[src/rtl/xcfp_pkg.sv]
`timescale 1ns / 1ps
// Shared types and constants of the sync-header frame parser.
package xcfp_pkg;

	localparam int PosWidth = 4;
	localparam int ApbAddrW = 5;
	localparam int QDepth = 2;
	localparam int QPtrW = (QDepth > 1) ? $clog2(QDepth) : 1;
	localparam int QCntW = $clog2(QDepth + 1);

	// Byte positions within a frame
	localparam logic [PosWidth-1:0] POS_SYNC1    = 4'd0;
	localparam logic [PosWidth-1:0] POS_SYNC2    = 4'd1;
	localparam logic [PosWidth-1:0] POS_TYPE     = 4'd2;
	localparam logic [PosWidth-1:0] POS_STEER_LO = 4'd3;
	localparam logic [PosWidth-1:0] POS_STEER_HI = 4'd4;
	localparam logic [PosWidth-1:0] POS_FLAGS    = 4'd5;
	localparam logic [PosWidth-1:0] POS_AUX_LO   = 4'd6;
	localparam logic [PosWidth-1:0] POS_AUX_HI   = 4'd7;
	localparam logic [PosWidth-1:0] POS_CHECK    = 4'd8;

	localparam logic [15:0] OtherSteerLimit = 16'd1000;

	typedef enum logic [2:0] {
		ST_ABSORBED     = 3'd0,
		ST_ACCEPTED     = 3'd1,
		ST_BAD_CHECKSUM = 3'd2,
		ST_BAD_PAYLOAD  = 3'd3,
		ST_RESYNC       = 3'd4
	} status_t;

	typedef enum logic [2:0] {
		REG_SYNC_FIRST   = 3'd0,
		REG_SYNC_SECOND  = 3'd1,
		REG_TYPE_LOWEST  = 3'd2,
		REG_TYPE_HIGHEST = 3'd3,
		REG_BALL_LIMIT   = 3'd4
	} reg_idx_t;

	typedef struct packed {
		logic [7:0]  sync_first;
		logic [7:0]  sync_second;
		logic [7:0]  type_lowest;
		logic [7:0]  type_highest;
		logic [14:0] ball_steer_limit;
	} cfg_t;

	// One classified transaction handed from front to back
	typedef struct packed {
		logic               clr;
		status_t            status;
		logic [7:0]         ftype;
		logic signed [15:0] steer;
		logic               found;
		logic signed [15:0] aux;
	} event_t;

endpackage

[src/rtl/xcfp_in_if.sv]
`timescale 1ns / 1ps
// Input byte channel interface.
interface xcfp_in_if;
	logic       valid;
	logic       ready;
	logic       action;
	logic [7:0] data_byte;

	modport source (output valid, output action, output data_byte, input ready);
	modport sink (input valid, input action, input data_byte, output ready);
endinterface

[src/rtl/xcfp_out_if.sv]
`timescale 1ns / 1ps
// Result channel interface.
interface xcfp_out_if import xcfp_pkg::*; ();
	logic               valid;
	logic               ready;
	status_t            status;
	logic [7:0]         latest_type;
	logic signed [15:0] latest_steer;
	logic               latest_found;
	logic signed [15:0] latest_aux;
	logic [31:0]        update_count;
	logic               have_result;
	logic [31:0]        frames_good;
	logic [31:0]        checksum_errors;
	logic [31:0]        payload_errors;
	logic [31:0]        resync_count;

	modport source (output valid, output status, output latest_type, output latest_steer,
		output latest_found, output latest_aux, output update_count, output have_result,
		output frames_good, output checksum_errors, output payload_errors,
		output resync_count, input ready);
	modport sink (input valid, input status, input latest_type, input latest_steer,
		input latest_found, input latest_aux, input update_count, input have_result,
		input frames_good, input checksum_errors, input payload_errors,
		input resync_count, output ready);
endinterface

[src/rtl/xcfp_front.sv]
`timescale 1ns / 1ps
// Front end: header hunt, frame capture, running XOR and frame classification.
module xcfp_front import xcfp_pkg::*; (
	input  logic   clk,
	input  logic   arst_n,
	input  cfg_t   cfg,
	xcfp_in_if.sink in_ch,
	output logic   ev_push,
	output event_t ev,
	input  logic   ev_ready
);

	logic [PosWidth-1:0] pos_q, pos_n;
	logic [7:0] xor_q, xor_n;
	logic [7:0] type_q, steer_lo_q, steer_hi_q, flags_q, aux_lo_q, aux_hi_q;
	logic [7:0] b;
	logic       take;
	logic signed [15:0] steer;
	logic [15:0] steer_mag;
	logic [15:0] limit;
	logic        payload_bad;

	assign in_ch.ready = ev_ready;
	assign take = in_ch.valid && ev_ready;
	assign ev_push = take;
	assign b = in_ch.data_byte;

	assign steer = $signed({steer_hi_q, steer_lo_q});
	// most negative steer maps to 0x8000, above any 15-bit limit
	assign steer_mag = steer[15] ? (16'd0 - $unsigned(steer)) : $unsigned(steer);
	assign limit = (type_q == cfg.type_highest) ? {1'b0, cfg.ball_steer_limit}
		: OtherSteerLimit;
	assign payload_bad = (type_q < cfg.type_lowest) || (type_q > cfg.type_highest)
		|| (steer_mag > limit);

	always_comb begin
		pos_n = pos_q;
		xor_n = xor_q;
		ev.clr = 1'b0;
		ev.status = ST_ABSORBED;
		ev.ftype = type_q;
		ev.steer = steer;
		ev.found = flags_q[0];
		ev.aux = $signed({aux_hi_q, aux_lo_q});
		if (in_ch.action) begin
			ev.clr = 1'b1;
			pos_n = POS_SYNC1;
		end else begin
			case (pos_q)
				POS_SYNC1: begin
					if (b == cfg.sync_first) pos_n = POS_SYNC2;
					else ev.status = ST_RESYNC;
				end
				POS_SYNC2: begin
					if (b == cfg.sync_second) begin
						pos_n = POS_TYPE;
					end else begin
						ev.status = ST_RESYNC;
						pos_n = (b == cfg.sync_first) ? POS_SYNC2 : POS_SYNC1;
					end
				end
				POS_TYPE: begin
					xor_n = b;
					pos_n = pos_q + 4'd1;
				end
				POS_STEER_LO, POS_STEER_HI, POS_FLAGS, POS_AUX_LO, POS_AUX_HI: begin
					xor_n = xor_q ^ b;
					pos_n = pos_q + 4'd1;
				end
				POS_CHECK: begin
					pos_n = POS_SYNC1;
					if (xor_q != b) ev.status = ST_BAD_CHECKSUM;
					else if (payload_bad) ev.status = ST_BAD_PAYLOAD;
					else ev.status = ST_ACCEPTED;
				end
				default: pos_n = POS_SYNC1;
			endcase
		end
	end

	always_ff @(posedge clk or negedge arst_n) begin
		if (!arst_n) begin
			pos_q <= POS_SYNC1;
		end else if (take) begin
			pos_q <= pos_n;
		end
	end

	always_ff @(posedge clk) begin
		if (take && !in_ch.action) begin
			xor_q <= xor_n;
			if (pos_q == POS_TYPE) type_q <= b;
			if (pos_q == POS_STEER_LO) steer_lo_q <= b;
			if (pos_q == POS_STEER_HI) steer_hi_q <= b;
			if (pos_q == POS_FLAGS) flags_q <= b;
			if (pos_q == POS_AUX_LO) aux_lo_q <= b;
			if (pos_q == POS_AUX_HI) aux_hi_q <= b;
		end
	end

endmodule

[src/rtl/xcfp_queue.sv]
`timescale 1ns / 1ps
// Short FIFO of classified transactions between front and back.
module xcfp_queue import xcfp_pkg::*; (
	input  logic   clk,
	input  logic   arst_n,
	input  logic   push,
	input  event_t push_data,
	output logic   push_ready,
	input  logic   pop,
	output logic   pop_valid,
	output event_t pop_data
);

	event_t mem_q [QDepth];
	logic [QPtrW-1:0] wr_ptr_q, rd_ptr_q;
	logic [QCntW-1:0] count_q;
	logic do_push, do_pop;

	assign push_ready = (count_q != QCntW'(QDepth));
	assign pop_valid = (count_q != '0);
	assign pop_data = mem_q[rd_ptr_q];
	assign do_push = push && push_ready;
	assign do_pop = pop && pop_valid;

	function automatic logic [QPtrW-1:0] ptr_inc(input logic [QPtrW-1:0] p);
		return (p == QPtrW'(QDepth - 1)) ? '0 : p + 1'b1;
	endfunction

	always_ff @(posedge clk or negedge arst_n) begin
		if (!arst_n) begin
			wr_ptr_q <= '0;
			rd_ptr_q <= '0;
			count_q <= '0;
		end else begin
			if (do_push) wr_ptr_q <= ptr_inc(wr_ptr_q);
			if (do_pop) rd_ptr_q <= ptr_inc(rd_ptr_q);
			if (do_push && !do_pop) count_q <= count_q + 1'b1;
			else if (do_pop && !do_push) count_q <= count_q - 1'b1;
		end
	end

	always_ff @(posedge clk) begin
		if (do_push) mem_q[wr_ptr_q] <= push_data;
	end

endmodule

[src/rtl/xcfp_back.sv]
`timescale 1ns / 1ps
// Back end: latest result, statistics counters and the result register.
module xcfp_back import xcfp_pkg::*; (
	input  logic   clk,
	input  logic   arst_n,
	input  logic   ev_valid,
	input  event_t ev,
	output logic   ev_pop,
	xcfp_out_if.source out_ch
);

	logic               out_valid_q;
	status_t            status_q;
	logic [7:0]         type_q;
	logic signed [15:0] steer_q;
	logic               found_q;
	logic signed [15:0] aux_q;
	logic [31:0]        updates_q, good_q, cksum_q, payload_q, discard_q;

	assign ev_pop = ev_valid && (!out_valid_q || out_ch.ready);

	assign out_ch.valid = out_valid_q;
	assign out_ch.status = status_q;
	assign out_ch.latest_type = type_q;
	assign out_ch.latest_steer = steer_q;
	assign out_ch.latest_found = found_q;
	assign out_ch.latest_aux = aux_q;
	assign out_ch.update_count = updates_q;
	assign out_ch.have_result = (updates_q != 32'd0);
	assign out_ch.frames_good = good_q;
	assign out_ch.checksum_errors = cksum_q;
	assign out_ch.payload_errors = payload_q;
	assign out_ch.resync_count = discard_q;

	always_ff @(posedge clk or negedge arst_n) begin
		if (!arst_n) begin
			out_valid_q <= 1'b0;
			status_q <= ST_ABSORBED;
			type_q <= '0;
			steer_q <= '0;
			found_q <= 1'b0;
			aux_q <= '0;
			updates_q <= '0;
			good_q <= '0;
			cksum_q <= '0;
			payload_q <= '0;
			discard_q <= '0;
		end else begin
			if (ev_pop) out_valid_q <= 1'b1;
			else if (out_ch.ready) out_valid_q <= 1'b0;
			if (ev_pop) begin
				status_q <= ev.status;
				if (ev.clr) begin
					type_q <= '0;
					steer_q <= '0;
					found_q <= 1'b0;
					aux_q <= '0;
					updates_q <= '0;
					good_q <= '0;
					cksum_q <= '0;
					payload_q <= '0;
					discard_q <= '0;
				end else begin
					case (ev.status)
						ST_ACCEPTED: begin
							type_q <= ev.ftype;
							steer_q <= ev.steer;
							found_q <= ev.found;
							aux_q <= ev.aux;
							updates_q <= updates_q + 32'd1;
							good_q <= good_q + 32'd1;
						end
						ST_BAD_CHECKSUM: cksum_q <= cksum_q + 32'd1;
						ST_BAD_PAYLOAD: payload_q <= payload_q + 32'd1;
						ST_RESYNC: discard_q <= discard_q + 32'd1;
						default: ;
					endcase
				end
			end
		end
	end

endmodule

[src/rtl/xor_checked_frame_parser_core.sv]
`timescale 1ns / 1ps
// Top level of the sync-header frame parser with XOR checksum.
//
// Usage:
//  - in_ch carries one transaction per received byte: action 0 feeds data_byte,
//    action 1 clears parser, latest result and statistics counters.
//  - out_ch returns exactly one transaction per input transaction, in order:
//    a status code, the latest accepted frame and five wrapping counters.
//  - Registers sync_first, sync_second, type_lowest, type_highest and
//    ball_steer_limit sit on the APB port at byte offsets 0, 4, 8, 12, 16;
//    write them only while the block is idle.
//  - An accepted byte passes through the queue and the result register to out_ch.
//  - Throughput: one byte per cycle while the queue has room; the front parser
//    classifies a byte combinationally and the back updates counters on pop.
//  - A two-entry queue sits between front and back. When out_ch stalls, the
//    result register holds, the queue fills, and in_ch.ready drops once the
//    queue is full; nothing is lost or repeated.
//  - Reset (arst_n low) returns registers to their defaults, clears counters,
//    the latest result and the parser, and empties the queue.
module xor_checked_frame_parser_core import xcfp_pkg::*; (
	input  logic                clk,
	input  logic                arst_n,
	input  logic                psel,
	input  logic                penable,
	input  logic                pwrite,
	input  logic [ApbAddrW-1:0] paddr,
	input  logic [31:0]         pwdata,
	output logic [31:0]         prdata,
	output logic                pready,
	xcfp_in_if.sink             in_ch,
	xcfp_out_if.source          out_ch
);

	cfg_t   cfg_q;
	logic   cfg_wr;
	event_t fe_ev, q_ev;
	logic   fe_push, q_push_ready, q_valid, be_pop;

	// APB: zero wait states, register index from the word address
	assign pready = 1'b1;
	assign cfg_wr = psel && penable && pwrite;

	always_ff @(posedge clk or negedge arst_n) begin
		if (!arst_n) begin
			cfg_q.sync_first <= 8'hAA;
			cfg_q.sync_second <= 8'h55;
			cfg_q.type_lowest <= 8'd1;
			cfg_q.type_highest <= 8'd4;
			cfg_q.ball_steer_limit <= 15'd10000;
		end else if (cfg_wr) begin
			case (reg_idx_t'(paddr[4:2]))
				REG_SYNC_FIRST: cfg_q.sync_first <= pwdata[7:0];
				REG_SYNC_SECOND: cfg_q.sync_second <= pwdata[7:0];
				REG_TYPE_LOWEST: cfg_q.type_lowest <= pwdata[7:0];
				REG_TYPE_HIGHEST: cfg_q.type_highest <= pwdata[7:0];
				REG_BALL_LIMIT: cfg_q.ball_steer_limit <= pwdata[14:0];
				default: ;  // unmapped offsets ignore writes
			endcase
		end
	end

	always_comb begin
		case (reg_idx_t'(paddr[4:2]))
			REG_SYNC_FIRST: prdata = {24'd0, cfg_q.sync_first};
			REG_SYNC_SECOND: prdata = {24'd0, cfg_q.sync_second};
			REG_TYPE_LOWEST: prdata = {24'd0, cfg_q.type_lowest};
			REG_TYPE_HIGHEST: prdata = {24'd0, cfg_q.type_highest};
			REG_BALL_LIMIT: prdata = {17'd0, cfg_q.ball_steer_limit};
			default: prdata = 32'd0;
		endcase
	end

	// Front: header hunt and frame classification, one byte per cycle while the queue has room
	xcfp_front u_front (
		.clk      (clk),
		.arst_n   (arst_n),
		.cfg      (cfg_q),
		.in_ch    (in_ch),
		.ev_push  (fe_push),
		.ev       (fe_ev),
		.ev_ready (q_push_ready)
	);

	// Decoupling queue, lets front and back stall independently
	xcfp_queue u_queue (
		.clk        (clk),
		.arst_n     (arst_n),
		.push       (fe_push),
		.push_data  (fe_ev),
		.push_ready (q_push_ready),
		.pop        (be_pop),
		.pop_valid  (q_valid),
		.pop_data   (q_ev)
	);

	// Back: result and counter update, registered output
	xcfp_back u_back (
		.clk      (clk),
		.arst_n   (arst_n),
		.ev_valid (q_valid),
		.ev       (q_ev),
		.ev_pop   (be_pop),
		.out_ch   (out_ch)
	);

	// Front only pushes when the queue has room
	a_no_push_full: assert property (@(posedge clk) disable iff (!arst_n)
		fe_push |-> q_push_ready)
		else $error("push into full queue");

	// Back only pops real entries
	a_no_pop_empty: assert property (@(posedge clk) disable iff (!arst_n)
		be_pop |-> q_valid)
		else $error("pop from empty queue");

	// An accepted frame bumps the update count by exactly one
	a_update_step: assert property (@(posedge clk) disable iff (!arst_n)
		(be_pop && !q_ev.clr && (q_ev.status == ST_ACCEPTED))
		|=> (out_ch.update_count == $past(out_ch.update_count) + 32'd1))
		else $error("update count did not advance on accepted frame");

endmodule
[src/flat_wrapper.sv]
// flat-port wrapper written by rule: the top's interface ports become plain ports
module xor_checked_frame_parser_core_flat import xcfp_pkg::*;
  (clk, arst_n, psel, penable, pwrite, paddr, pwdata, prdata, pready, in_ch_valid, in_ch_action, in_ch_data_byte, in_ch_ready, out_ch_valid, out_ch_status, out_ch_latest_type, out_ch_latest_steer, out_ch_latest_found, out_ch_latest_aux, out_ch_update_count, out_ch_have_result, out_ch_frames_good, out_ch_checksum_errors, out_ch_payload_errors, out_ch_resync_count, out_ch_ready);
  xcfp_in_if in_ch_i ();
  xcfp_out_if out_ch_i ();
  input  logic clk;
  input  logic arst_n;
  input  logic psel;
  input  logic penable;
  input  logic pwrite;
  input  logic [ApbAddrW-1:0] paddr;
  input  logic [31:0] pwdata;
  output logic [31:0] prdata;
  output logic pready;
  input wire logic [$bits(in_ch_i.valid)-1:0] in_ch_valid;
  input wire logic [$bits(in_ch_i.action)-1:0] in_ch_action;
  input wire logic [$bits(in_ch_i.data_byte)-1:0] in_ch_data_byte;
  output wire logic [$bits(in_ch_i.ready)-1:0] in_ch_ready;
  output wire logic [$bits(out_ch_i.valid)-1:0] out_ch_valid;
  output wire logic [$bits(out_ch_i.status)-1:0] out_ch_status;
  output wire logic [$bits(out_ch_i.latest_type)-1:0] out_ch_latest_type;
  output wire logic [$bits(out_ch_i.latest_steer)-1:0] out_ch_latest_steer;
  output wire logic [$bits(out_ch_i.latest_found)-1:0] out_ch_latest_found;
  output wire logic [$bits(out_ch_i.latest_aux)-1:0] out_ch_latest_aux;
  output wire logic [$bits(out_ch_i.update_count)-1:0] out_ch_update_count;
  output wire logic [$bits(out_ch_i.have_result)-1:0] out_ch_have_result;
  output wire logic [$bits(out_ch_i.frames_good)-1:0] out_ch_frames_good;
  output wire logic [$bits(out_ch_i.checksum_errors)-1:0] out_ch_checksum_errors;
  output wire logic [$bits(out_ch_i.payload_errors)-1:0] out_ch_payload_errors;
  output wire logic [$bits(out_ch_i.resync_count)-1:0] out_ch_resync_count;
  input wire logic [$bits(out_ch_i.ready)-1:0] out_ch_ready;
  assign in_ch_i.valid = in_ch_valid;
  assign in_ch_i.action = in_ch_action;
  assign in_ch_i.data_byte = in_ch_data_byte;
  assign in_ch_ready = in_ch_i.ready;
  assign out_ch_valid = out_ch_i.valid;
  assign out_ch_status = out_ch_i.status;
  assign out_ch_latest_type = out_ch_i.latest_type;
  assign out_ch_latest_steer = out_ch_i.latest_steer;
  assign out_ch_latest_found = out_ch_i.latest_found;
  assign out_ch_latest_aux = out_ch_i.latest_aux;
  assign out_ch_update_count = out_ch_i.update_count;
  assign out_ch_have_result = out_ch_i.have_result;
  assign out_ch_frames_good = out_ch_i.frames_good;
  assign out_ch_checksum_errors = out_ch_i.checksum_errors;
  assign out_ch_payload_errors = out_ch_i.payload_errors;
  assign out_ch_resync_count = out_ch_i.resync_count;
  assign out_ch_i.ready = out_ch_ready;
  xor_checked_frame_parser_core u_core (.clk(clk), .arst_n(arst_n), .psel(psel), .penable(penable), .pwrite(pwrite), .paddr(paddr), .pwdata(pwdata), .prdata(prdata), .pready(pready), .in_ch(in_ch_i), .out_ch(out_ch_i));
endmodule
[config.mk]
export PLATFORM = sky130hd
export DESIGN_NAME = xor_checked_frame_parser_core_flat
export DESIGN_NICKNAME = d
export VERILOG_FILES = /design/src/rtl/xcfp_pkg.sv /design/src/rtl/xcfp_in_if.sv /design/src/rtl/xcfp_out_if.sv /design/src/rtl/xcfp_front.sv /design/src/rtl/xcfp_queue.sv /design/src/rtl/xcfp_back.sv /design/src/rtl/xor_checked_frame_parser_core.sv /design/src/flat_wrapper.sv
export SDC_FILE = /design/constraint.sdc
export NUM_CORES = 1
export LEC_CHECK = 0
export ABC_AREA = 1
export BUFFER_PORTS_ARGS = -buffer_cell sky130_fd_sc_hd__buf_2
export CAP_MARGIN = 20
export CORE_UTILIZATION = 55
export CTS_BUF_LIST = sky130_fd_sc_hd__clkbuf_4 sky130_fd_sc_hd__clkbuf_8 sky130_fd_sc_hd__clkbuf_16
export DETAILED_ROUTE_END_ITERATION = 8
export GPL_TIMING_DRIVEN = 0
export PLACE_DENSITY = 0.84
export SYNTH_ARGS = -nofsm -noshare
export SYNTH_HDL_FRONTEND = slang
export SYNTH_HIERARCHICAL = 1
export SYNTH_SLANG_ARGS = --single-unit
[constraint.sdc]
create_clock -name clk -period 3.55 [get_ports clk]
set_clock_uncertainty 0.1 [all_clocks]
set_input_delay 0 -clock clk [delete_from_list [all_inputs] [get_ports clk]]
set_output_delay 0 -clock clk [all_outputs]
set_load 0.005 [all_outputs]
# == After elaboration in Yosys (flattened, before gate mapping) ==
# Memories as Yosys holds them, arrays and structs flattened.
# Index checks and enable logic that the tools add are counted.
# totals
output_inout_bits,240
elab_cells,154
ram_bits,90
reg_bits,309
mem_count,1
input_bits,53
# classes
n_reduce_logical,46
eq_ne,22
n_mux,42
addsub,11
bitwise_logic,2
order_cmp,3
# memory_table
memory,words,width,rd,rd_ports_with_merged_regs,write_ports,line_no,text
u_core.u_queue.mem_q,2,45,1,0,1,xcfp_queue.sv:14,event_t mem_q [QDepth];
# ops
op,n
$mux 32,10
$add 32x1->32 const B,5
$mux 16,5
$pmux 15 s5,1
$reduce_and 2->1,16
$reduce_bool 32->1,1
$eq 8x8->1,3
$eq 4x3->1 const B,4
$gt 16x15->1,1
$mux 8,2
$pmux 8 s2,1
$reduce_bool 2->1,8
$sub 1x16->16 const A,1
$mux 15,1
$eq 3x2->1 const B,4
$pmux 4 s3,1
$mux 1,10
$mux 2,5
$logic_and 1x1->1,9
$mux 3,3
$pmux 3 s3,1
$eq 4x2->1 const B,2
$gt 8x8->1,1
$lt 8x8->1,1
other kinds (21),30

# == Logic depth before layout (Yosys ltp) ==
# Gate-level depths: netlist of run 1.
# depth
depth_word,8
mapped_depth,18
mapped_depth_nobuf,18

# == Modules after synthesis ==
# Netlist of run 1, hierarchy kept.
# modules_own_cells
mod,seq_area_each_um2,cells_per_inst,area_each_um2,instances
xcfp_back,5129.9,1623,11324.6,1
xcfp_front,1571.5,416,3636.0,1
xcfp_queue,2802.7,263,3545.9,1
xor_checked_frame_parser_core,1194.9,315,2596.2,1

# == Worst setup path after synthesis of run 1 ==
# Ideal clock, no wire load.
# synth_timing
kind,register -> register
from,register u_core.u_queue.count_q[0]
to,"memory u_core/u_queue/mem_q[0][0] in the netlist's numbering, enable pin"
setup_slack_ps,306
path_stages_with_launch,7
synth_period_minus_slack_ps,3244
t_required_ps,3003
setup_ps,447
arrival_ps,2696
n_path_buf,0
path_cell_list,dfrtp_1 inv_1 nand2_1 nand2_1 inv_1 nand2_2 nor2_1
# synth_via
elab_chain_cells,5
# synth_lines
item,line_no,text
start: declaration,xcfp_queue.sv:16,logic [QCntW-1:0] count_q;
start signal: assignment,xcfp_queue.sv:37,if (do_push && !do_pop) count_q <= count_q + 1'b1;
start signal: assignment,xcfp_queue.sv:38,else if (do_pop && !do_push) count_q <= count_q - 1'b1;
$ne 2x2->1,xcfp_queue.sv:19,assign push_ready = (count_q != QCntW'(QDepth));
named net u_core.q_push_ready,xor_checked_frame_parser_core.sv:37,"logic fe_push, q_push_ready, q_valid, be_pop;"
$logic_and 1x1->1,xcfp_front.sv:24,assign take = in_ch.valid && ev_ready;
named net u_core.fe_push,xor_checked_frame_parser_core.sv:37,
$logic_and 1x1->1,xcfp_queue.sv:22,assign do_push = push && push_ready;
$mux 1,xcfp_queue.sv:43,if (do_push) mem_q[wr_ptr_q] <= push_data;
$mux 1 (not written as such),xcfp_queue.sv:43,
end: declaration,xcfp_queue.sv:14,
# The timed path passes the listed nets, and every way through them passes these cells.

==> run_results.csv, run 1 <==
group,metric,value,unit
logic_synthesis,post_synth_design_cell_area,21100,um^2
power,cellInternalPower,9.76,mW
cts,cts_made_buffers,43,
global_routing,grt_max_degree,110,
critical_path,path_common_cell,"sky130_fd_sc_hd__nand2_1",
logic_synthesis,synth_top_family_by_area,"simple AND/OR/NAND/NOR gates",
die,io_pins,293,
critical_path,buf_inv_stages_crit_path,2,
sta,max_clock_freq,335,MHz
logic_synthesis,register_bit_total_from_synthesis,399,
critical_path,crit_chain,"inv_1, ha_1, nand2_1, nor2_1, nand2_1, inv_1, nand2_1, ha_1, a21oi_1, nand2_1, nand2_1, nand2_1, nor2_1, nand2_1, nand2_1, a21oi_2",
placement,dp.final_hpwl,42600,um
critical_path,worst_setup_path_endpoint,"u_core/u_queue/mem_q[0][42]$_DFFE_PP_",
power,powerDensity,585,nW/um^2
logic_synthesis,postSynthAreaPerCell,8.06,um^2
die,fp-row-count,71,
cells_and_area,antenna_cells_inserted,0,
sta,hold_slack,0.0423,ns
logic_synthesis,netlist_top_cells_area,"sky130_fd_sc_hd__dfrtp_1 (29%), sky130_fd_sc_hd__edfxtp_1 (20%), sky130_fd_sc_hd__nand2_1 (15%), sky130_fd_sc_hd__nor2_1 (7.0%), sky130_fd_sc_hd__nand3_1 (5.0%)",
placement,placed_cells,3403,
placement,pre_cts_slack,0.545,ns
power,worst_voltage_drop_across_the_vdd_grid,0.439,mV
die,start_util,55.9,%
placement,finalWeightedCongestion,0.941,
power,power.share.clock,31.6,%
cts,cts_tree,"done",
logic_synthesis,synth_sequential_area_ratio,50.7,%
logic_synthesis,synth_enable_flop_cells,139,
critical_path,critical_path.endpoint_type,"register",
critical_path,crit_fanout,9,
sta,post-route-worst-setup-slack,0.566,ns
logic_synthesis,share_of_synthesized_area_spent_on_multiplexers,0,%
critical_path,worstSetupStartpointType,"register",
critical_path,worst_r2r_endpoint,"u_core/u_queue/mem_q[0][42]$_DFFE_PP_",
power,power.sequential.fraction,40.0,%
sta,timing.final.hold_violations,0,
critical_path,cp_data_arrival_time,3.19,ns
critical_path,worst-r2r-setup-slack,0.57,ns
routing,detailroute.via_count,19500,
global_routing,grt_pass1_wl,94400,um
logic_synthesis,netlist_instances,2617,
sta,slew_violations,0,
sta,finalSetupViolations,0,
cts,clockBufferDepth,3,
critical_path,critical-path-slowest-cell,"sky130_fd_sc_hd__dfstp_2",
cts,clkSlewWorstSetupHoldPaths,0.06,ns
placement,placed_cell_area,23200,um^2
logic_synthesis,synth_flop_cell,"sky130_fd_sc_hd__dfrtp_1",
sta,finalWorstPathRequiredPeriod,2.98,ns
cells_and_area,drive_gt1_share,17.1,%
cells_and_area,layout.cells.non_filler,3547,
critical_path,required_arrival_time_at_the_worst_endpoint,3.76,ns
run,max_cap_viol_count,0,
critical_path,r2r.worst_path.cells,16,
logic_synthesis,netlist_top_cells_count,"sky130_fd_sc_hd__nand2_1 (844), sky130_fd_sc_hd__nor2_1 (391), sky130_fd_sc_hd__dfrtp_1 (245)",
critical_path,r2r_start,"u_core/cfg_q[17]$_DFFE_PN1P_",
logic_synthesis,yosys.cell_types.count,46,
logic_synthesis,synthAdderAreaFrac,2.49,%
sta,timing.max_slew.rel_slack,27.0,%
global_routing,first_global_vias,18600,
routing,vias_per_cell,5.50,
power,combinationalPowerShare,28.4,%
routing,totalWireLength,59700,um
critical_path,path_delay_family,"simple AND/OR/NAND/NOR gates",
outcome,outcome,"finished, final reports clean",
sta,sum_neg_setup_slack,0,ns
critical_path,worst_path_largest_cell_delay,0.56,ns
routing,detailedRoute.firstIterationViolations,1686,
die,die_area,39200,um^2
cts,htree_levels,2,
global_routing,gr-total-overflow,0,
logic_synthesis,synth_top_area_share,29.1,%
die,x_dimension_of_the_die,198,um
cts,cts_root_buffer,"sky130_fd_sc_hd__clkbuf_16",
power,power.share.switching,34.2,%
cells_and_area,num-nets-final,3097,
routing,drc,0,
cells_and_area,synthToLayoutAreaGrowth,20.2,%
logic_synthesis,asyncSetResetFlopFracSynth,65.2,%
cts,post_cts_resize_count,0,
routing,post_detailed_route_wirelength_per_cell,16.8,um
critical_path,critical_path_depth,16,
global_routing,antenna_found_initial,0,
routing,firstDrtPassIters,8,
power,switchingPower,5.08,mW
critical_path,crit_start,"u_core/cfg_q[17]$_DFFE_PN1P_",
logic_synthesis,yosys.cell_count.top_type,"sky130_fd_sc_hd__nand2_1",
die,die-height,198,um
worst_hold_path,holdCritPathClass,"input pin to register",
critical_path,classification_of_the_worst_setup_path,"register to register",
logic_synthesis,synth_warnings,6,
cts,clock_sinks,399,
cts,clk_latency,0.56,ns
logic_synthesis,synth_compound_area_share,5.50,%
logic_synthesis,synthesized_area_fraction_occupied_by_and_or_nand_nor_cells,32.4,%
placement,buffer_ports.inserted,254,
logic_synthesis,post-synth-top-area-cell,"sky130_fd_sc_hd__dfrtp_1",
die,core_area,37800,um^2
routing,ant_nets,0,
global_routing,gr-usage-all-layers,30.5,%
cells_and_area,finalInstanceArea,25400,um^2
power,p_leak,12.6,nW
sta,final_min_period_over_clock_period,84.1,%
logic_synthesis,synthXorXnorAreaFrac,1.86,%
sta,worst_pin_slew,1.09,ns
sta,rsz0062_at_grt,"no",
[per-stage QoR]
| step | utilization, % | power [mW] |
|---|---|---|
| after floorplan | - | 8.43 |
| after global placement | 61.1 | 9.84 |
| after detailed placement | 61.5 | 10.1 |
| after CTS | 67.2 | 14.9 |
| after global routing | 67.2 | 15.5 |
| final | 67.2 | 14.8 |
[routing by layer]
| layer | global-route usage [%] | wire length, um |
|---|---|---|
| met5 | 0 | 0 |
| met3 | 5.30 | 5180 |
| met2 | 52.5 | 29100 |
| met4 | 14.0 | 2650 |
| met1 | 37.4 | 22800 |
[registers in the layout, summed over array words and instances (netlist names), 16 cells and up]
register and count:
u_core/u_back/out_ch.checksum_errors 32, u_core/u_back/out_ch.resync_count 32, u_core/cfg_q 47, u_core/u_back/out_ch.latest_aux 16
u_core/u_back/out_ch.frames_good 32, u_core/u_back/out_ch.update_count 32, u_core/u_queue/mem_q 90, u_core/u_back/out_ch.payload_errors 32
u_core/u_back/out_ch.latest_steer 16
[repair_timing]
| item | CTS | global route |
|---|---|---|
| hold buffers | 64 | 0 |
| hold endpoints to repair | 359 | 0 |
| setup buffers | 0 | 0 |
[worst min path at each step]
stage	cells past startpoint	to	start	slack (ns)
floorplan	0	u_core/cfg_q[0]$_DFFE_PN0P_	arst_n	-0.40
global placement	3	u_core/cfg_q[13]$_DFFE_PN1P_	pwdata[13]	0.11
detailed placement	1	u_core/u_back/out_ch.update_count[28]$_DFFE_PN0P_	arst_n	-0.14
CTS	5	u_core/cfg_q[4]$_DFFE_PN1P_	psel	0.003
global route	5	u_core/cfg_q[35]$_DFFE_PN1P_	psel	0.06
finish	5	u_core/cfg_q[35]$_DFFE_PN1P_	psel	0.04
[final cells by class]
type / count / area (um^2)
multi-input combinational: 1918 / 8990
clock inverter: 16 / 190
tap: 511 / 639
timing repair buffer: 324 / 2050
clock buffer: 63 / 1310
buffer: 86 / 623
inverter: 230 / 866
sequential: 399 / 10700
fill: 2940 / 12400
[layout by cell type, fill, tap and decap left out, drive strengths merged]
cell | netlist | layout
dfrtp | 245 | 245
o21ai | 103 | 103
nor3b | 14 | 14
o31ai | 1 | 1
a31oi | 1 | 1
buf | 76 | 337
dlygate4sd3 | 0 | 63
xor2 | 26 | 26
nand4 | 27 | 27
dfstp | 15 | 15
nand3 | 219 | 219
edfxtp | 139 | 139
clkbuf | 10 | 73
ha | 42 | 42
and2 | 3 | 3
a21oi | 112 | 112
clkinv | 1 | 9
conb | 2 | 18
nor4 | 7 | 7
inv | 229 | 230
nor2 | 429 | 429
xnor2 | 17 | 17
clkinvlp | 0 | 3
nor3 | 34 | 34
bufinv | 0 | 4
nor4b | 1 | 1
and3 | 2 | 2
a21o | 4 | 4
nand2 | 858 | 858
[power groups by stage]
stage	logic [mW]	clock network, mW	registers [mW]
3_5_place_dp	4.05	0	6.01
4_1_cts	4.18	4.75	5.93
3_3_place_gp	3.84	0	6.01
5_1_grt	4.59	4.93	6.01
6_report	4.21	4.68	5.94
2_1_floorplan	2.47	0	5.96
[cell families (layout without fill, tap and decap cells)]
kind of cell | count (synthesis) | in the layout
AOI/OAI and AO/OA | 221 | 221
xor gates and xnor gates | 43 | 43
adders and majority gates | 42 | 42
buffers and inverters | 316 | 719
DFF | 399 | 399
other | 2 | 18
and+or+nand+nor | 1594 | 1594
[worst reg2reg max path: stages (launching register included)]
cell and delay, ns:
sky130_fd_sc_hd__dfstp_2 0.56, sky130_fd_sc_hd__inv_1 0.06, sky130_fd_sc_hd__ha_1 0.27, sky130_fd_sc_hd__nand2_1 0.07, sky130_fd_sc_hd__nor2_1 0.11, sky130_fd_sc_hd__nand2_1 0.20, sky130_fd_sc_hd__inv_1 0.26, sky130_fd_sc_hd__nand2_1 0.09
sky130_fd_sc_hd__ha_1 0.30, sky130_fd_sc_hd__a21oi_1 0.17, sky130_fd_sc_hd__nand2_1 0.08, sky130_fd_sc_hd__nand2_1 0.06, sky130_fd_sc_hd__nand2_1 0.04, sky130_fd_sc_hd__nor2_1 0.10, sky130_fd_sc_hd__nand2_1 0.06, sky130_fd_sc_hd__nand2_1 0.11
sky130_fd_sc_hd__a21oi_2 0.10
(Power assumes the default switching activity.)
==> run 2: changes to the inputs <==
- ABC_AREA: 1 -> 0
- CORE_UTILIZATION: 55 -> 52
- clock period: 3.55 -> 2.6 ns (I/O delays scaled with it)
==> run 2 against run 1 <==
  * The flow now finishes with violations (setup timing)
  * Critical path type unchanged
  * Critical path depth shrank 6
  * Routed wire length decreased by 2.0%
  * Sequential power rose by 36%
  * Non-clock buffer count increased by 50
  * First-iteration DRC count down 11%
  * Worst setup slack worse by 1.3 ns
  * Power rose by 37%
  * Die area down 2.1%
  * Flip-flop and latch count unchanged
  * Register-to-register slack worse by 1.3 ns
  * Largest power group unchanged
==> run_results.csv, run 2 <==
group,metric,value,unit
global_routing,gr-usage-all-layers,28.0,%
critical_path,worstSetupStartpointType,"register",
routing,vias_per_cell,6.07,
placement,dp.final_hpwl,36100,um
logic_synthesis,netlist_top_cells_area,"sky130_fd_sc_hd__dfrtp_1 (31%), sky130_fd_sc_hd__edfxtp_1 (21%), sky130_fd_sc_hd__xnor2_1 (5.5%), sky130_fd_sc_hd__mux2_4 (3.6%), sky130_fd_sc_hd__nand2_1 (3.5%)",
logic_synthesis,synthesized_area_fraction_occupied_by_and_or_nand_nor_cells,19.2,%
outcome,violations,"setup timing",
sta,slew_violations,0,
cells_and_area,fin_util,69.4,%
global_routing,antenna_found_initial,1,
sta,finalWorstPathRequiredPeriod,3.34,ns
cells_and_area,largest_registers,"u_core/u_queue/mem_q: 90 flops, u_core/cfg_q: 47 flops",
die,die-height,196,um
cts,clk_latency,0.55,ns
die,core_area,36800,um^2
cts,clockBufferDepth,3,
logic_synthesis,synth_flop_cell,"sky130_fd_sc_hd__dfrtp_1",
cells_and_area,synthToLayoutAreaGrowth,30.8,%
routing,drc,0,
routing,ant_nets,0,
cells_and_area,layout.cells.non_filler,2671,
critical_path,crit_chain,"or4_4, or3_4, o41ai_4, xnor2_1, ha_1, a21oi_2, nor2_1, a2111oi_2, a21o_1, a31oi_2",
cells_and_area,num-nets-final,2265,
cells_and_area,registers.top_by_ff_count,"u_core/u_queue/mem_q",
cts,cts_made_buffers,43,
logic_synthesis,asyncSetResetFlopFracSynth,65.2,%
die,x_dimension_of_the_die,196,um
sta,worst_pin_slew,1.16,ns
cells_and_area,antenna_cells_inserted,0,
logic_synthesis,synth_warnings,6,
logic_synthesis,netlist_instances,1738,
sta,finalSetupViolations,60,
sta,hold_slack,0.0545,ns
power,power.share.clock,32.3,%
critical_path,classification_of_the_worst_setup_path,"register to register",
logic_synthesis,synth_sequential_area_ratio,54.8,%
sta,final_min_period_over_clock_period,129,%
cells_and_area,layout.cells.most_common,"sky130_fd_sc_hd__buf_2",
routing,firstDrtPassIters,8,
power,combinationalPowerShare,28.0,%
sta,rsz0062_at_grt,"yes",
placement,placed_cell_area,21600,um^2
critical_path,crit_fanout,6,
power,power.share.switching,31.2,%
logic_synthesis,netlist_top_cells_count,"sky130_fd_sc_hd__dfrtp_1 (245), sky130_fd_sc_hd__nand2_1 (180), sky130_fd_sc_hd__nor2_1 (159)",
power,switchingPower,6.33,mW
logic_synthesis,yosys.cell_types.count,70,
logic_synthesis,synth_top_family_by_area,"simple AND/OR/NAND/NOR gates",
worst_hold_path,holdCritPathClass,"input pin to register",
critical_path,cp_data_arrival_time,3.51,ns
logic_synthesis,synthAdderAreaFrac,2.69,%
routing,post_detailed_route_wirelength_per_cell,21.9,um
routing,detailroute.via_count,16200,
logic_synthesis,yosys.cell_count.top_type,"sky130_fd_sc_hd__dfrtp_1",
logic_synthesis,postSynthAreaPerCell,11.2,um^2
die,io_pins,293,
sta,timing.max_slew.rel_slack,22.1,%
power,cellInternalPower,14.0,mW
logic_synthesis,share_of_synthesized_area_spent_on_multiplexers,7.41,%
critical_path,worst_path_largest_cell_delay,0.49,ns
sta,timing.final.hold_violations,0,
critical_path,critical-path-slowest-cell,"sky130_fd_sc_hd__edfxtp_1",
global_routing,grt_pass1_wl,84400,um
global_routing,gr-total-overflow,0,
logic_synthesis,synth_enable_flop_cells,139,
cells_and_area,finalInstanceArea,25500,um^2
critical_path,critical_path.endpoint_type,"register",
power,worst_voltage_drop_across_the_vdd_grid,0.513,mV
sta,sum_neg_setup_slack,-4.35,ns
worst_hold_path,hold_crit_start,"out_ch_ready",
run,max_cap_viol_count,0,
logic_synthesis,post_synth_design_cell_area,19500,um^2
logic_synthesis,register_bit_total_from_synthesis,399,
cells_and_area,number_of_flip_flops_under_the_largest_register_name,90,
die,start_util,53.1,%
cells_and_area,layout_common_cells,"sky130_fd_sc_hd__buf_2 (263), sky130_fd_sc_hd__dfrtp_1 (245), sky130_fd_sc_hd__nand2_1 (179), sky130_fd_sc_hd__nor2_1 (158), sky130_fd_sc_hd__edfxtp_1 (139)",
power,totalPowerFinal,20.3,mW
power,p_leak,11.9,nW
cells_and_area,drive_gt1_share,33.3,%
cts,htree_levels,2,
routing,totalWireLength,58500,um
critical_path,required_arrival_time_at_the_worst_endpoint,2.77,ns
global_routing,first_global_vias,15400,
sta,max_clock_freq,299,MHz
global_routing,grt_max_degree,105,
cts,clkSlewWorstSetupHoldPaths,0.07,ns
logic_synthesis,synthXorXnorAreaFrac,8.07,%
critical_path,r2r_start,"u_core/u_front/steer_lo_q[4]$_DFFE_PP_",
logic_synthesis,post-synth-top-area-cell,"sky130_fd_sc_hd__dfrtp_1",
routing,detailedRoute.firstIterationViolations,1505,
power,power.sequential.fraction,39.7,%
cts,cts_tree,"done",
power,powerDensity,795,nW/um^2
placement,finalWeightedCongestion,0.946,
cts,cts_root_buffer,"sky130_fd_sc_hd__clkbuf_16",
critical_path,crit_start,"u_core/u_front/steer_lo_q[4]$_DFFE_PP_",
placement,pre_cts_slack,-0.980,ns
placement,placed_cells,2479,
logic_synthesis,synth_compound_area_share,4.18,%
sta,post-route-worst-setup-slack,-0.742,ns
logic_synthesis,synth_top_area_share,31.4,%
die,die_area,38300,um^2
placement,buffer_ports.inserted,253,
cts,clock_sinks,399,
outcome,outcome,"finished with violations",
die,fp-row-count,70,
-- run 2: per-layer routing --
layer | vias to the layer above | part of all wire, % | GRT usage (%)
li1 | 7034 | - | -
met1 | 7906 | 36 | 34.0
met2 | 1029 | 50 | 48.8
met3 | 252 | 8.6 | 5.24
met4 | 2 | 5.0 | 11.8
met5 | - | 0.027 | 0
-- run 2: power groups by stage --
stage	combinational [mW]	clock [mW]	sequential, mW
floorplan	3.00	0	8.05
detailed placement	4.77	0	8.16
global route	6.04	6.89	8.15
finish	5.68	6.55	8.07
global placement	4.57	0	8.12
CTS	5.30	6.64	8.05
-- run 2: worst max-delay path: cells and delay by family (launching register included) --
kind,cells,cell delay (ns)
AOI/OAI and AO/OA,5,1.06
and+or+nand+nor,3,0.95
DFF,1,0.49
adders and majority gates,1,0.29
xor gates and xnor gates,1,0.18
-- run 2: final cells by class --
type	count	area, um^2
repair buffers	370	2490
well taps	468	586
clock buffers	56	1220
inverters	49	184
plain buffers	90	687
fillers	2371	11200
clock inverters	22	304
multi-input cells	1217	9370
flip-flops and latches	399	10700
-- run 2: kinds of logic (layout without fill, tap and decap cells) --
| family | Yosys count | in the layout |
|---|---|---|
| AOI/OAI and AO/OA | 124 | 125 |
| xor gates and xnor gates | 180 | 180 |
| adders and majority gates | 42 | 42 |
| buffers and inverters | 139 | 587 |
| DFF | 399 | 399 |
| muxes | 113 | 113 |
| other | 2 | 18 |
| and+or+nand+nor | 739 | 739 |
-- run 2: what timing repair did --
item                                    4_1_cts  5_1_grt
endpoints found under the hold margin       359        0
endpoints found under the setup margin      205      161
gates resized for setup                     123      168
hold buffers                                 41        0
cloned                                        3        3
setup buffers                                26       44
pin swaps                                    36      105
-- run 2: path summary, 6_finish.rpt --
| check | slack [ns] | depth (start not counted) | to |
|---|---|---|---|
| min reg2reg | 0.35 | 0 | u_core/u_queue/mem_q[1][6]$_DFFE_PP_ |
| min | 0.05 | 5 | u_core/u_back/out_ch.payload_errors[31]$_DFFE_PN0P_ |
| max | -0.74 | 10 | u_core/u_queue/mem_q[0][42]$_DFFE_PP_ |
| max reg2reg | -0.74 | 10 | u_core/u_queue/mem_q[0][42]$_DFFE_PP_ |
| min in group asynchronous | 0.52 | 4 | u_core/u_back/out_ch.update_count[15]$_DFFE_PN0P_ |
| max in group asynchronous | 1.33 | 4 | u_core/cfg_q[32]$_DFFE_PN0P_ |
==> run 3: changes to the inputs <==
- ABC_AREA: 0 -> 1
- CORE_UTILIZATION: 52 -> 53
==> run 3 against run 2 <==
  * The flow still finishes with violations (setup timing)
  * Hold slack worse by 0.036 ns
  * Critical path depth is 2 higher
  * Register-to-register slack better by 0.56 ns
  * Non-clock buffer count is 31 lower
  * Highest routed layer is now met4
  * Cell count is 34% higher
  * Largest cell class unchanged
==> run_results.csv, run 3 (synthesized netlist as in run 1, its figures left out) <==
group,metric,value,unit
critical_path,worstSetupStartpointType,"register",
placement,placed_cells,3409,
cells_and_area,antenna_cells_inserted,0,
cells_and_area,number_of_flip_flops_under_the_largest_register_name,90,
routing,post_detailed_route_wirelength_per_cell,17.1,um
cts,cts_root_buffer,"sky130_fd_sc_hd__clkbuf_16",
placement,pre_cts_slack,-0.384,ns
cts,clockBufferDepth,3,
global_routing,first_global_vias,18800,
critical_path,classification_of_the_worst_setup_path,"register to register",
cts,clkSlewWorstSetupHoldPaths,0.06,ns
power,p_leak,12.8,nW
outcome,outcome,"finished with violations",
power,combinationalPowerShare,28.2,%
critical_path,cp_data_arrival_time,2.98,ns
sta,finalSetupViolations,2,
sta,timing.max_slew.rel_slack,38.2,%
power,power.sequential.fraction,39.7,%
routing,drc,0,
die,io_pins,293,
routing,detailroute.via_count,19700,
global_routing,gr-usage-all-layers,29.7,%
cts,clock_sinks,399,
sta,rsz0062_at_grt,"yes",
critical_path,critical_path.endpoint_type,"register",
sta,slew_violations,0,
sta,max_clock_freq,359,MHz
run,max_cap_viol_count,0,
power,powerDensity,794,nW/um^2
die,x_dimension_of_the_die,202,um
routing,vias_per_cell,5.51,
worst_hold_path,holdCritPathClass,"input pin to register",
power,power.share.clock,32.1,%
cts,cts_tree,"done",
placement,buffer_ports.inserted,254,
power,worst_voltage_drop_across_the_vdd_grid,0.498,mV
critical_path,crit_fanout,9,
die,start_util,54.2,%
placement,finalWeightedCongestion,0.965,
power,cellInternalPower,13.4,mW
sta,finalWorstPathRequiredPeriod,2.78,ns
power,switchingPower,6.99,mW
cells_and_area,largest_registers,"u_core/u_queue/mem_q: 90 flops, u_core/cfg_q: 47 flops",
global_routing,antenna_found_initial,0,
routing,firstDrtPassIters,6,
cts,clk_latency,0.56,ns
die,die_area,40600,um^2
outcome,violations,"setup timing",
cts,htree_levels,2,
cells_and_area,registers.top_by_ff_count,"u_core/u_queue/mem_q",
cells_and_area,synthToLayoutAreaGrowth,21.7,%
routing,ant_nets,0,
power,power.share.switching,34.3,%
global_routing,gr-total-overflow,0,
critical_path,worst-r2r-setup-slack,-0.18,ns
sta,final_min_period_over_clock_period,107,%
sta,post-route-worst-setup-slack,-0.184,ns
cells_and_area,layout.cells.non_filler,3573,
routing,detailedRoute.firstIterationViolations,2097,
placement,dp.final_hpwl,43100,um
global_routing,grt_pass1_wl,96900,um
cts,cts_made_buffers,43,
critical_path,required_arrival_time_at_the_worst_endpoint,2.80,ns
cells_and_area,layout.cells.most_common,"sky130_fd_sc_hd__nand2_1",
cells_and_area,num-nets-final,3117,
cells_and_area,layout_common_cells,"sky130_fd_sc_hd__nand2_1 (839), sky130_fd_sc_hd__nor2_1 (382), sky130_fd_sc_hd__buf_2 (286), sky130_fd_sc_hd__dfrtp_1 (245), sky130_fd_sc_hd__inv_1 (214)",
die,fp-row-count,72,
cells_and_area,drive_gt1_share,18.3,%
sta,timing.final.hold_violations,0,
die,core_area,38900,um^2
routing,totalWireLength,61200,um
sta,worst_pin_slew,0.920,ns
die,die-height,202,um
global_routing,grt_max_degree,112,
-- run 3: timing repair --
| item | in CTS | in global routing |
|---|---|---|
| hold endpoints to repair | 357 | 6 |
| setup buffers | 15 | 4 |
| cloned | 1 | 0 |
| setup endpoints to repair | 2 | 20 |
| gates resized for setup | 29 | 10 |
| pin swaps | 24 | 15 |
| hold buffers | 65 | 1 |
-- run 3: power groups by stage --
stage               Clock [mW]  Sequential [mW]  Combinational [mW]
floorplan                    0             8.14                3.38
global placement             0             8.19                5.24
detailed placement           0             8.19                5.52
CTS                       6.61             8.08                5.69
global route              6.87             8.19                6.25
finish                    6.54             8.10                5.75
-- run 3: metrics by stage --
step	instance area, um^2	util (%)	setup TNS (ns)	power, mW	hold WS (ns)
global placement	23100	59.3	-989.18	13.4	0.105
CTS	25600	65.8	-0.198	20.4	0.000394
global route	25700	66.0	-0.586	21.3	0.0723
finish	25700	66.0	-0.363	20.4	0.0188
floorplan	21200	-	-57.94	11.5	-0.396
detailed placement	23200	59.6	-0.768	13.7	-0.128
-- run 3: per-layer routing --
layer	GRT usage, %	share of wire [%]	vias up
li1	-	-	9190
met1	37.2	39	9266
met2	50.5	49	1017
met3	4.28	8.1	217
met4	14.6	4.8	0
met5	0	0	-
-- run 3: path summary, 6_finish.rpt --
| path | startpoint | endpoint | cells after the start |
|---|---|---|---|
| max in group asynchronous | arst_n | u_core/u_back/out_ch.payload_errors[23]$_DFFE_PN0P_ | 4 |
| min in group asynchronous | arst_n | u_core/u_back/out_ch.update_count[24]$_DFFE_PN0P_ | 4 |
| worst min-delay path | paddr[4] | u_core/cfg_q[7]$_DFFE_PN0P_ | 6 |
| worst max register to register | u_core/u_front/steer_hi_q[7]$_DFFE_PP_ | u_core/u_queue/mem_q[1][42]$_DFFE_PP_ | 12 |
| worst max-delay path | u_core/u_front/steer_hi_q[7]$_DFFE_PP_ | u_core/u_queue/mem_q[1][42]$_DFFE_PP_ | 12 |
| worst min register to register | u_core/u_front/aux_hi_q[1]$_DFFE_PP_ | u_core/u_queue/mem_q[1][9]$_DFFE_PP_ | 0 |
-- run 3: worst max-delay path, cell delays in order (launching register included) --
cell and delay (ns):
sky130_fd_sc_hd__edfxtp_1 0.42, sky130_fd_sc_hd__buf_2 0.26, sky130_fd_sc_hd__inv_1 0.20, sky130_fd_sc_hd__o21ai_0 0.33, sky130_fd_sc_hd__xor2_1 0.26, sky130_fd_sc_hd__ha_1 0.30, sky130_fd_sc_hd__a21o_1 0.17, sky130_fd_sc_hd__a21oi_1 0.12
sky130_fd_sc_hd__nand2_1 0.07, sky130_fd_sc_hd__nand2_1 0.05, sky130_fd_sc_hd__nand2_1 0.05, sky130_fd_sc_hd__nand2_2 0.09, sky130_fd_sc_hd__a21oi_4 0.08
-- run 3: layout make-up --
class / instances / area [um^2]
fillers: 3075 / 13200
flip-flops and latches: 399 / 10700
multi-input cells: 1919 / 9130
repair buffers: 343 / 2200
clock buffers: 54 / 1190
inverters: 230 / 868
well taps: 518 / 648
plain buffers: 86 / 626
clock inverters: 24 / 317
